File: src/spq_pkg.sv
// Shared types and constants for the stable priority queue unit.
// No dependencies; imported by the channel interfaces, the queue unit and the testbench.
package spq_pkg;

   // Default queue depth and fixed field widths
   localparam int DEPTH_DEFAULT = 16;
   localparam int PRI_W         = 8;
   localparam int TAG_W         = 16;
   localparam int OCC_W         = 5;

   // Operation codes carried on the request channel
   typedef enum logic [0:0] {
      OP_INSERT = 1'b0,
      OP_POP    = 1'b1
   } op_type;

   // One stored queue entry
   typedef struct packed {
      logic [PRI_W-1:0] pri;
      logic [TAG_W-1:0] tag;
   } entry_type;

endpackage

File: src/spq_if.sv
// Valid/ready channel interfaces for request and response transactions.
// Depends on spq_pkg for field widths and the operation code type.
interface spq_req_if import spq_pkg::*; ();
   logic             valid;
   logic             ready;
   op_type           op;
   logic [PRI_W-1:0] priority_req;
   logic [TAG_W-1:0] patient_tag;

   modport source (output valid, op, priority_req, patient_tag, input ready);
   modport sink   (input valid, op, priority_req, patient_tag, output ready);
endinterface

interface spq_rsp_if import spq_pkg::*; ();
   logic             valid;
   logic             ready;
   logic             out_valid;
   logic [TAG_W-1:0] out_tag;
   logic [PRI_W-1:0] out_priority;
   logic             is_empty;
   logic             is_full;
   logic             dropped;
   logic [OCC_W-1:0] occupancy;

   modport source (output valid, out_valid, out_tag, out_priority, is_empty, is_full,
                   dropped, occupancy, input ready);
   modport sink   (input valid, out_valid, out_tag, out_priority, is_empty, is_full,
                   dropped, occupancy, output ready);
endinterface

File: src/stable_priority_queue_unit.sv
// Stable priority queue: sorted circular buffer in RAM, lowest priority served first.
// An insert walks from the tail through the stored entries with a greater priority, one
// RAM read/compare/write each, then places the new entry; a pop reads the head entry; a
// refused insert or a pop on an empty queue goes straight to the response.
// Throughput: one transaction at a time; req ready only while the sequencer is idle, after
// the response has been loaded; a held response stalls the next one at its load.
// Reset: synchronous, active high; clears count, head and handshake state, not storage.
module stable_priority_queue_unit import spq_pkg::*; #(
   parameter int DEPTH = DEPTH_DEFAULT
) (
   input  logic   clock,
   input  logic   reset,
   spq_req_if.sink   req_if,
   spq_rsp_if.source rsp_if
);

   localparam int PTR_W = $clog2(DEPTH);
   localparam int CNT_W = $clog2(DEPTH + 1);
   localparam int SUM_W = CNT_W + 1;

   typedef enum logic [5:0] {
      ST_IDLE  = 6'b000001,
      ST_START = 6'b000010,
      ST_SCAN  = 6'b000100,
      ST_PLACE = 6'b001000,
      ST_POPD  = 6'b010000,
      ST_RESP  = 6'b100000
   } state_type;

   // Wrapping pointer steps
   function automatic logic [PTR_W-1:0] ptr_dec(input logic [PTR_W-1:0] p);
      logic [PTR_W-1:0] r;
      r = (p == '0) ? PTR_W'(DEPTH - 1) : p - 1'b1;
      return r;
   endfunction

   function automatic logic [PTR_W-1:0] ptr_inc(input logic [PTR_W-1:0] p);
      logic [PTR_W-1:0] r;
      r = (p == PTR_W'(DEPTH - 1)) ? '0 : p + 1'b1;
      return r;
   endfunction

   state_type        state_ff, state_in;
   logic [CNT_W-1:0] count_ff, count_in;
   logic [PTR_W-1:0] head_ff, head_in;
   logic [PTR_W-1:0] src_ff, src_in;
   logic [PTR_W-1:0] dst_ff, dst_in;
   logic [CNT_W-1:0] rem_ff, rem_in;
   op_type           op_ff;
   entry_type        new_ff;
   logic             res_valid_ff, res_valid_in;
   entry_type        res_entry_ff, res_entry_in;
   logic             res_drop_ff, res_drop_in;
   logic             rsp_valid_ff, rsp_valid_in;
   logic             rsp_load;

   logic             out_valid_ff;
   logic [TAG_W-1:0] out_tag_ff;
   logic [PRI_W-1:0] out_priority_ff;
   logic             is_empty_ff;
   logic             is_full_ff;
   logic             dropped_ff;
   logic [OCC_W-1:0] occupancy_ff;

   logic [SUM_W-1:0] tail_sum;
   logic [PTR_W-1:0] tail;
   logic             req_accept;
   logic             ram_wr_en;
   logic [PTR_W-1:0] ram_wr_addr;
   entry_type        ram_wr_data;
   logic [PTR_W-1:0] ram_rd_addr;
   entry_type        ram_rd_data;

   // Physical slot just past the last live entry
   assign tail_sum = SUM_W'(head_ff) + SUM_W'(count_ff);
   assign tail     = (tail_sum >= SUM_W'(DEPTH)) ? PTR_W'(tail_sum - SUM_W'(DEPTH))
                                                 : PTR_W'(tail_sum);

   assign req_if.ready = (state_ff == ST_IDLE);
   assign req_accept   = req_if.valid && req_if.ready;
   assign rsp_load     = (state_ff == ST_RESP) && (!rsp_valid_ff || rsp_if.ready);

   spq_ram #(
      .WIDTH ($bits(entry_type)),
      .DEPTH (DEPTH)
   ) u_ram (
      .clock   (clock),
      .wr_en   (ram_wr_en),
      .wr_addr (ram_wr_addr),
      .wr_data (ram_wr_data),
      .rd_addr (ram_rd_addr),
      .rd_data (ram_rd_data)
   );

   // Sequencer: inserts walk from the tail toward the head, shifting larger entries up one slot; pops read the head
   always_comb begin
      state_in     = state_ff;
      count_in     = count_ff;
      head_in      = head_ff;
      src_in       = src_ff;
      dst_in       = dst_ff;
      rem_in       = rem_ff;
      res_valid_in = res_valid_ff;
      res_entry_in = res_entry_ff;
      res_drop_in  = res_drop_ff;
      ram_wr_en    = 1'b0;
      ram_wr_addr  = dst_ff;
      ram_wr_data  = new_ff;
      ram_rd_addr  = head_ff;

      unique case (state_ff)
         ST_IDLE: begin
            if (req_accept) begin
               state_in = ST_START;
            end
         end
         ST_START: begin
            res_valid_in = 1'b0;
            res_entry_in = '0;
            res_drop_in  = 1'b0;
            if (op_ff == OP_INSERT) begin
               if (count_ff == CNT_W'(DEPTH)) begin
                  res_drop_in = 1'b1;
                  state_in    = ST_RESP;
               end else if (count_ff == '0) begin
                  ram_wr_en   = 1'b1;
                  ram_wr_addr = tail;
                  count_in    = count_ff + 1'b1;
                  state_in    = ST_RESP;
               end else begin
                  ram_rd_addr = ptr_dec(tail);
                  src_in      = ptr_dec(tail);
                  dst_in      = tail;
                  rem_in      = count_ff;
                  state_in    = ST_SCAN;
               end
            end else begin
               if (count_ff == '0) begin
                  state_in = ST_RESP;
               end else begin
                  ram_rd_addr = head_ff;
                  state_in    = ST_POPD;
               end
            end
         end
         ST_SCAN: begin
            ram_wr_en = 1'b1;
            if (ram_rd_data.pri > new_ff.pri) begin
               // Shift this entry up and keep walking
               ram_wr_data = ram_rd_data;
               dst_in      = src_ff;
               rem_in      = rem_ff - 1'b1;
               ram_rd_addr = ptr_dec(src_ff);
               src_in      = ptr_dec(src_ff);
               if (rem_ff == CNT_W'(1)) begin
                  state_in = ST_PLACE;
               end
            end else begin
               // Place the new entry after the last one not greater
               count_in = count_ff + 1'b1;
               state_in = ST_RESP;
            end
         end
         ST_PLACE: begin
            ram_wr_en = 1'b1;
            count_in  = count_ff + 1'b1;
            state_in  = ST_RESP;
         end
         ST_POPD: begin
            res_valid_in = 1'b1;
            res_entry_in = ram_rd_data;
            head_in      = ptr_inc(head_ff);
            count_in     = count_ff - 1'b1;
            state_in     = ST_RESP;
         end
         ST_RESP: begin
            if (rsp_load) begin
               state_in = ST_IDLE;
            end
         end
         default: begin
            state_in = ST_IDLE;
         end
      endcase
   end

   // Hold the response until the sink takes the transaction
   always_comb begin
      rsp_valid_in = rsp_valid_ff;
      if (rsp_if.ready) begin
         rsp_valid_in = 1'b0;
      end
      if (rsp_load) begin
         rsp_valid_in = 1'b1;
      end
   end

   // Control registers
   always_ff @(posedge clock) begin
      if (reset) begin
         state_ff     <= ST_IDLE;
         count_ff     <= '0;
         head_ff      <= '0;
         rsp_valid_ff <= 1'b0;
      end else begin
         state_ff     <= state_in;
         count_ff     <= count_in;
         head_ff      <= head_in;
         rsp_valid_ff <= rsp_valid_in;
      end
   end

   // Datapath registers
   always_ff @(posedge clock) begin
      src_ff       <= src_in;
      dst_ff       <= dst_in;
      rem_ff       <= rem_in;
      res_valid_ff <= res_valid_in;
      res_entry_ff <= res_entry_in;
      res_drop_ff  <= res_drop_in;
      if (req_accept) begin
         op_ff      <= req_if.op;
         new_ff.pri <= req_if.priority_req;
         new_ff.tag <= req_if.patient_tag;
      end
      if (rsp_load) begin
         out_valid_ff    <= res_valid_ff;
         out_tag_ff      <= res_entry_ff.tag;
         out_priority_ff <= res_entry_ff.pri;
         is_empty_ff     <= (count_ff == '0);
         is_full_ff      <= (count_ff == CNT_W'(DEPTH));
         dropped_ff      <= res_drop_ff;
         occupancy_ff    <= OCC_W'(count_ff);
      end
   end

   assign rsp_if.valid        = rsp_valid_ff;
   assign rsp_if.out_valid    = out_valid_ff;
   assign rsp_if.out_tag      = out_tag_ff;
   assign rsp_if.out_priority = out_priority_ff;
   assign rsp_if.is_empty     = is_empty_ff;
   assign rsp_if.is_full      = is_full_ff;
   assign rsp_if.dropped      = dropped_ff;
   assign rsp_if.occupancy    = occupancy_ff;

   // Checks
   a_count_bound: assert property (@(posedge clock) disable iff (reset)
      count_ff <= CNT_W'(DEPTH))
      else $error("entry count exceeds depth");

   a_scan_rem: assert property (@(posedge clock) disable iff (reset)
      (state_ff == ST_SCAN) |-> (rem_ff != '0) && (count_ff != CNT_W'(DEPTH)))
      else $error("scan running with nothing left or queue full");

   a_pop_not_full: assert property (@(posedge clock) disable iff (reset)
      rsp_if.valid && rsp_if.out_valid |-> !rsp_if.is_full && !rsp_if.dropped)
      else $error("popped response reports full or dropped");

   a_accept_start: assert property (@(posedge clock) disable iff (reset)
      req_accept |=> (state_ff == ST_START))
      else $error("accepted transaction did not start the sequencer");

   a_count_step: assert property (@(posedge clock) disable iff (reset)
      (state_ff != ST_IDLE) && (state_ff != ST_RESP) && !$past(reset) |->
      (count_ff == $past(count_ff)) || (state_ff == ST_SCAN))
      else $error("count changed outside an operation");

endmodule

File: src/spq_ram.sv
// Generic simple dual-port RAM: one write port, one read port, registered read.
// No dependencies.
module spq_ram #(
   parameter int WIDTH = 24,
   parameter int DEPTH = 16
) (
   input  logic                     clock,
   input  logic                     wr_en,
   input  logic [$clog2(DEPTH)-1:0] wr_addr,
   input  logic [WIDTH-1:0]         wr_data,
   input  logic [$clog2(DEPTH)-1:0] rd_addr,
   output logic [WIDTH-1:0]         rd_data
);

   logic [WIDTH-1:0] mem [DEPTH];

   // Write, and register the read data
   always_ff @(posedge clock) begin
      if (wr_en) begin
         mem[wr_addr] <= wr_data;
      end
      rd_data <= mem[rd_addr];
   end

endmodule

File: src/flat_wrapper.sv
// flat-port wrapper written by rule: the top's interface ports become plain ports
module stable_priority_queue_unit_flat import spq_pkg::*;
#(
   parameter int DEPTH = DEPTH_DEFAULT
)
  (clock, reset, req_if_valid, req_if_op, req_if_priority_req, req_if_patient_tag, req_if_ready, rsp_if_valid, rsp_if_out_valid, rsp_if_out_tag, rsp_if_out_priority, rsp_if_is_empty, rsp_if_is_full, rsp_if_dropped, rsp_if_occupancy, rsp_if_ready);
  spq_req_if req_if_i ();
  spq_rsp_if rsp_if_i ();
  input  logic clock;
  input  logic reset;
  input wire logic [$bits(req_if_i.valid)-1:0] req_if_valid;
  input wire logic [$bits(req_if_i.op)-1:0] req_if_op;
  input wire logic [$bits(req_if_i.priority_req)-1:0] req_if_priority_req;
  input wire logic [$bits(req_if_i.patient_tag)-1:0] req_if_patient_tag;
  output wire logic [$bits(req_if_i.ready)-1:0] req_if_ready;
  output wire logic [$bits(rsp_if_i.valid)-1:0] rsp_if_valid;
  output wire logic [$bits(rsp_if_i.out_valid)-1:0] rsp_if_out_valid;
  output wire logic [$bits(rsp_if_i.out_tag)-1:0] rsp_if_out_tag;
  output wire logic [$bits(rsp_if_i.out_priority)-1:0] rsp_if_out_priority;
  output wire logic [$bits(rsp_if_i.is_empty)-1:0] rsp_if_is_empty;
  output wire logic [$bits(rsp_if_i.is_full)-1:0] rsp_if_is_full;
  output wire logic [$bits(rsp_if_i.dropped)-1:0] rsp_if_dropped;
  output wire logic [$bits(rsp_if_i.occupancy)-1:0] rsp_if_occupancy;
  input wire logic [$bits(rsp_if_i.ready)-1:0] rsp_if_ready;
  assign req_if_i.valid = req_if_valid;
  assign req_if_i.op = req_if_op;
  assign req_if_i.priority_req = req_if_priority_req;
  assign req_if_i.patient_tag = req_if_patient_tag;
  assign req_if_ready = req_if_i.ready;
  assign rsp_if_valid = rsp_if_i.valid;
  assign rsp_if_out_valid = rsp_if_i.out_valid;
  assign rsp_if_out_tag = rsp_if_i.out_tag;
  assign rsp_if_out_priority = rsp_if_i.out_priority;
  assign rsp_if_is_empty = rsp_if_i.is_empty;
  assign rsp_if_is_full = rsp_if_i.is_full;
  assign rsp_if_dropped = rsp_if_i.dropped;
  assign rsp_if_occupancy = rsp_if_i.occupancy;
  assign rsp_if_i.ready = rsp_if_ready;
  stable_priority_queue_unit #(.DEPTH(DEPTH)) u_core (.clock(clock), .reset(reset), .req_if(req_if_i), .rsp_if(rsp_if_i));
endmodule
File: config.mk
export PLATFORM = sky130hd
export DESIGN_NAME = stable_priority_queue_unit_flat
export DESIGN_NICKNAME = d
export VERILOG_FILES = /design/src/spq_pkg.sv /design/src/spq_if.sv /design/src/stable_priority_queue_unit.sv /design/src/spq_ram.sv /design/src/flat_wrapper.sv
export SDC_FILE = /design/constraint.sdc
export NUM_CORES = 1
export LEC_CHECK = 0
export BUFFER_PORTS_ARGS = -buffer_cell sky130_fd_sc_hd__buf_4
export CORE_MARGIN = 10
export CORE_UTILIZATION = 60
export CTS_BUF_LIST = sky130_fd_sc_hd__clkbuf_8
export DETAILED_ROUTE_END_ITERATION = 10
export HOLD_SLACK_MARGIN = 0.12
export PLACE_DENSITY = 0.82
export SLEW_MARGIN = 20
export SYNTH_ARGS = -nofsm -noshare
export SYNTH_HDL_FRONTEND = slang
export SYNTH_SLANG_ARGS = --single-unit
File: constraint.sdc
create_clock -name clock -period 4 [get_ports clock]
set_input_delay 0.4 -clock clock [delete_from_list [all_inputs] [get_ports clock]]
set_output_delay 0.4 -clock clock [all_outputs]
set_load 0.1 [all_outputs]
==> summary by stage <==
Setup path
The startpoint kind of the worst setup timing path is a flip-flop. The timing startpoint of the critical path is u_core.new_ff[23]$_DFFE_PP_. The origin of the critical flop-to-flop path is u_core.new_ff[23]$_DFFE_PP_. The worst endpoint data arrival time is 4170 ps.

The category of the worst setup path capture point is a flip-flop. The maximum fanout along the worst path is 37. The endpoint identified for the worst register-to-register timing path is u_core.u_ram.rd_data[12]$_DFF_P_.

By startpoint and endpoint, the worst setup path is classified as flip-flop to flip-flop. For flop-to-flop paths, the worst setup slack is 320 ps. For the worst setup path, the data required time is 4490 ps. The depth of the most critical reg-to-reg path is 12. Following the worst setup path forward leads to its endpoint at u_core.u_ram.rd_data[12]$_DFF_P_.

Route
The routed length per placed instance is 22.8 um. For this block, the initial DRC count from the detailed router was 1146. The amount of wire on met2 after detailed routing is 22.4 mm.

The wire length the detailed router placed on met1 is 17.5 mm. The count of nets left with antenna violations once routing finished came out at 0. Summed over all layers, the routed wires come to 43.8 mm. For this run, the detailed router's first-pass iteration total came to 5. The mean number of vias per cell is 5.78. The top routing layer in use is met4.

The number of remaining DRC errors is 0. The vias after detailed routing is 11100. Wire segments on met3 add up to 3.07 mm in the final route.

Floorplan
After floorplanning, the core was divided into 68 placement rows. In this run the horizontal extent of the chip is 208 um. For this design the top-level I/O count stands at 64. The initial core utilization is 61.0%. The total area inside the core boundary comes to 34700 um2.

The die boundary height is 208 um. The area of the die is 43200 um2.

Timing
The setup-violating endpoint count in the final report is 0. The final hold violation count is 0. The final cycle utilization of the critical path is 92.0%.

The transition at the pin with the smallest max-transition slack is 943 ps. The worst clock skew is 24.6 ps. The worst pin sits at a relative slew slack of 37.2%.

The post-layout worst setup margin is 320 ps. Static timing analysis puts the maximum clock frequency at 0.272 GHz. Setup repair after global routing left no endpoint under its margin.

The post-route minimum period is 3680 ps. The accumulated negative setup slack is 0 ps. The max-slew violation total from the final report is 0.

Final hold analysis gives a worst-case slack of 413 ps.

Layout
Relative to the synthesized area, the layout overhead comes to 14.6%. Measured on the finished design, the core utilization comes to 69.9%. Counting the fill cells in the layout gives 2161. The post-route netlist has 18.0% of its cells at a drive strength greater than 1. The library cells used most frequently in the layout, excluding fill and tap cells, are sky130_fd_sc_hd__edfxtp_1 (481), sky130_fd_sc_hd__mux2i_1 (365), sky130_fd_sc_hd__buf_4 (97), sky130_fd_sc_hd__clkbuf_8 (90), sky130_fd_sc_hd__inv_1 (54).

The most common cell after layout, fill and taps aside is sky130_fd_sc_hd__edfxtp_1. With fillers left out, the area of the finished cells amounts to 24300 um2. The diode insertion count for antenna repair is 0.

Registers take 15200 um2. The number of nets in the final layout is 1449. The multi-input combinational cells in the finished layout cover a total of 5570 um2.

Placement
Once detailed placement completed, the half-perimeter wirelength came to 24.4 mm. The placed standard-cell area is 22400 um2. The final weighted congestion of routability-driven global placement is 0.834. The quantity of I/O buffers inserted on ports is 63. The worst slack at placement is 360 ps.

Clock tree
The number of hold buffers added after cts is 28. After clock tree synthesis, the clock-pin slew on the worst setup and hold paths is 60 ps. The clock drives 521 sinks. At the later pin of the worst-skew pair, clock insertion delay measures 630 ps. The post-cts resize count is 0. The root buffer selected by CTS is sky130_fd_sc_hd__clkbuf_8. The TritonCTS buffer count is 82.

The clock tree from TritonCTS is built. The longest clock path from root to sink contains 3 buffers. The number of buffers added for setup after CTS is 0.

The number of H-tree levels is 3.

Yosys
The number of synthesized flops with an enable pin is 481. The synthesized design devotes to its leading area cell type 68.2% of total area. The synthesized instance count is 1228. The netlist area before placement is 21200 um2. Summing the sequential cell areas from Yosys gives 72.0% of the chip area.

The most used flip-flop cell after synthesis is sky130_fd_sc_hd__edfxtp_1. The netlist uses 49 different library cells. Ranked by total cell area, the synthesized netlist is headed by sky130_fd_sc_hd__edfxtp_1 (68%), sky130_fd_sc_hd__mux2i_1 (17%), sky130_fd_sc_hd__dfxtp_1 (3.8%). sky130_fd_sc_hd__edfxtp_1 takes more of the synthesized area than any other cell. The count of yosys warnings during synthesis is 0. A synthesized cell averages 17.2 um2.

Counting flops with an async set or reset pin after synthesis yields a share of 0%. Counting flops and latches in the post-synthesis netlist gives 521. Synthesis produced a netlist with a net count of 1280.

GRT
The number of antenna violations at the first check in global routing is 0. The aggregate global-route resource usage is 19.9%. For this run the aggregate overflow at the end of global routing stands at 0. The wire length of the first global-routing pass is 67.1 mm. The maximum number of pins on one net before global-route repair is 49. The number of global-route vias before repair is 11500.

Power
Power spread over the standard cell area amounts to 432 nW/um2. Across the VDD grid, the largest voltage drop is 293 uV. For this design the static power due to leakage is 0.0106 uW.

Job
The tool flagged a number of max-cap violations equal to 0.

Min path
The min-delay analysis places its worst path in the category flip-flop to flip-flop.

Outcome
The run finished with clean final reports.
-- cells in the mapped netlist (4+ instances only) --
master and number:
sky130_fd_sc_hd__inv_1 22, sky130_fd_sc_hd__a21o_1 4, sky130_fd_sc_hd__ha_1 21, sky130_fd_sc_hd__and2_1 25
sky130_fd_sc_hd__buf_2 8, sky130_fd_sc_hd__edfxtp_1 481, sky130_fd_sc_hd__xor2_1 4, sky130_fd_sc_hd__a211oi_1 4
sky130_fd_sc_hd__xnor2_1 11, sky130_fd_sc_hd__a31oi_1 8, sky130_fd_sc_hd__mux2i_1 365, sky130_fd_sc_hd__mux2_2 23
sky130_fd_sc_hd__a21oi_1 23, sky130_fd_sc_hd__buf_4 5, sky130_fd_sc_hd__clkbuf_1 16, sky130_fd_sc_hd__buf_6 20
sky130_fd_sc_hd__nor3_1 7, sky130_fd_sc_hd__nand2_1 32, sky130_fd_sc_hd__dfxtp_1 40, sky130_fd_sc_hd__o21ai_0 11
sky130_fd_sc_hd__nor2_1 42, sky130_fd_sc_hd__nor4_1 5, sky130_fd_sc_hd__nand2b_1 4, sky130_fd_sc_hd__nor3b_1 5
-- kinds of logic (layout without fill, tap and decap cells) --
group | count (synthesis) | count (layout) | synth area share [%]
compound gates | 65 | 65 | 2.01
xor+xnor | 15 | 15 | 0.620
fa+ha+maj | 23 | 23 | 1.43
buf+inv | 74 | 312 | 2.16
flops | 521 | 521 | 72.0
mux | 388 | 388 | 18.5
simple gates | 142 | 142 | 3.34
-- power by group --
group | leakage, uW | internal [uW] | total [uW] | switching (uW)
registers | 0.00463 | 6010 | 6030 | 19.3
clock network | 0.000915 | 2160 | 4200 | 2040
logic | 0.00507 | 84.8 | 258 | 173
total | 0.0106 | 8260 | 10500 | 2230
-- per-layer routing --
layer | up-vias | global-route usage (%)
li1 | 5104 | -
met2 | 409 | 34.1
met1 | 5513 | 25.1
met4 | 0 | 6.55
met5 | - | 0
met3 | 77 | 3.85
-- worst min-delay path by stage --
| stage | start | to | cells after the start |
|---|---|---|---|
| 2_1_floorplan | u_core.res_drop_ff$_SDFFCE_PP0P_ | u_core.rsp_if.dropped$_DFFE_PP_ | 0 |
| 3_3_place_gp | u_core.res_entry_ff[5]$_SDFFCE_PN0P_ | u_core.rsp_if.out_tag[5]$_DFFE_PP_ | 0 |
| 3_5_place_dp | u_core.res_entry_ff[10]$_SDFFCE_PN0P_ | u_core.rsp_if.out_tag[10]$_DFFE_PP_ | 0 |
| 4_1_cts | u_core.res_entry_ff[3]$_SDFFCE_PN0P_ | u_core.rsp_if.out_tag[3]$_DFFE_PP_ | 0 |
| 5_1_grt | u_core.res_entry_ff[13]$_SDFFCE_PN0P_ | u_core.rsp_if.out_tag[13]$_DFFE_PP_ | 0 |
| 6_report | u_core.res_entry_ff[19]$_SDFFCE_PN0P_ | u_core.rsp_if.out_priority[3]$_DFFE_PP_ | 0 |
-- sequential cells by signal (all words and copies together) (netlist names), 5 cells and up --
signal and count:
u_core.u_ram.mem 384, u_core.new_ff 24, u_core.res_entry_ff 24, u_core.u_ram.rd_data 24, u_core.rsp_if.out_tag 16, u_core.rsp_if.out_priority 8
u_core.state_ff 6, u_core.count_ff 5, u_core.rem_ff 5, u_core.rsp_if.occupancy 5
-- critical path, cell delays in order (launching register included) --
cell                        delay, ps
sky130_fd_sc_hd__edfxtp_1         370
sky130_fd_sc_hd__inv_1             50
sky130_fd_sc_hd__ha_1             280
sky130_fd_sc_hd__nand4_1          140
sky130_fd_sc_hd__nor3_1           620
sky130_fd_sc_hd__nor3_1           190
sky130_fd_sc_hd__a2111oi_4        450
sky130_fd_sc_hd__buf_12           340
sky130_fd_sc_hd__buf_4            380
sky130_fd_sc_hd__mux2i_1          270
sky130_fd_sc_hd__mux2i_1          100
sky130_fd_sc_hd__mux2i_1          190
sky130_fd_sc_hd__mux2i_1          110
-- layout make-up --
type | instances | share of cell area (%)
tap | 455 | 2.35
multi-input combinational | 633 | 23.0
timing repair buffer | 137 | 5.15
sequential | 521 | 62.8
clock inverter | 63 | 1.30
inverter | 22 | 0.340
clock buffer | 90 | 5.10
-- metrics by stage --
| step | power [uW] | std cells |
|---|---|---|
| floorplan | 6280 | 1228 |
| global placement | 6370 | 1739 |
| CTS | 10600 | 1920 |
| finish | 10500 | 1921 |
| detailed placement | 6380 | 1739 |
| global route | 10900 | 1921 |
Note: power is estimated with default switching activity, not from simulation.
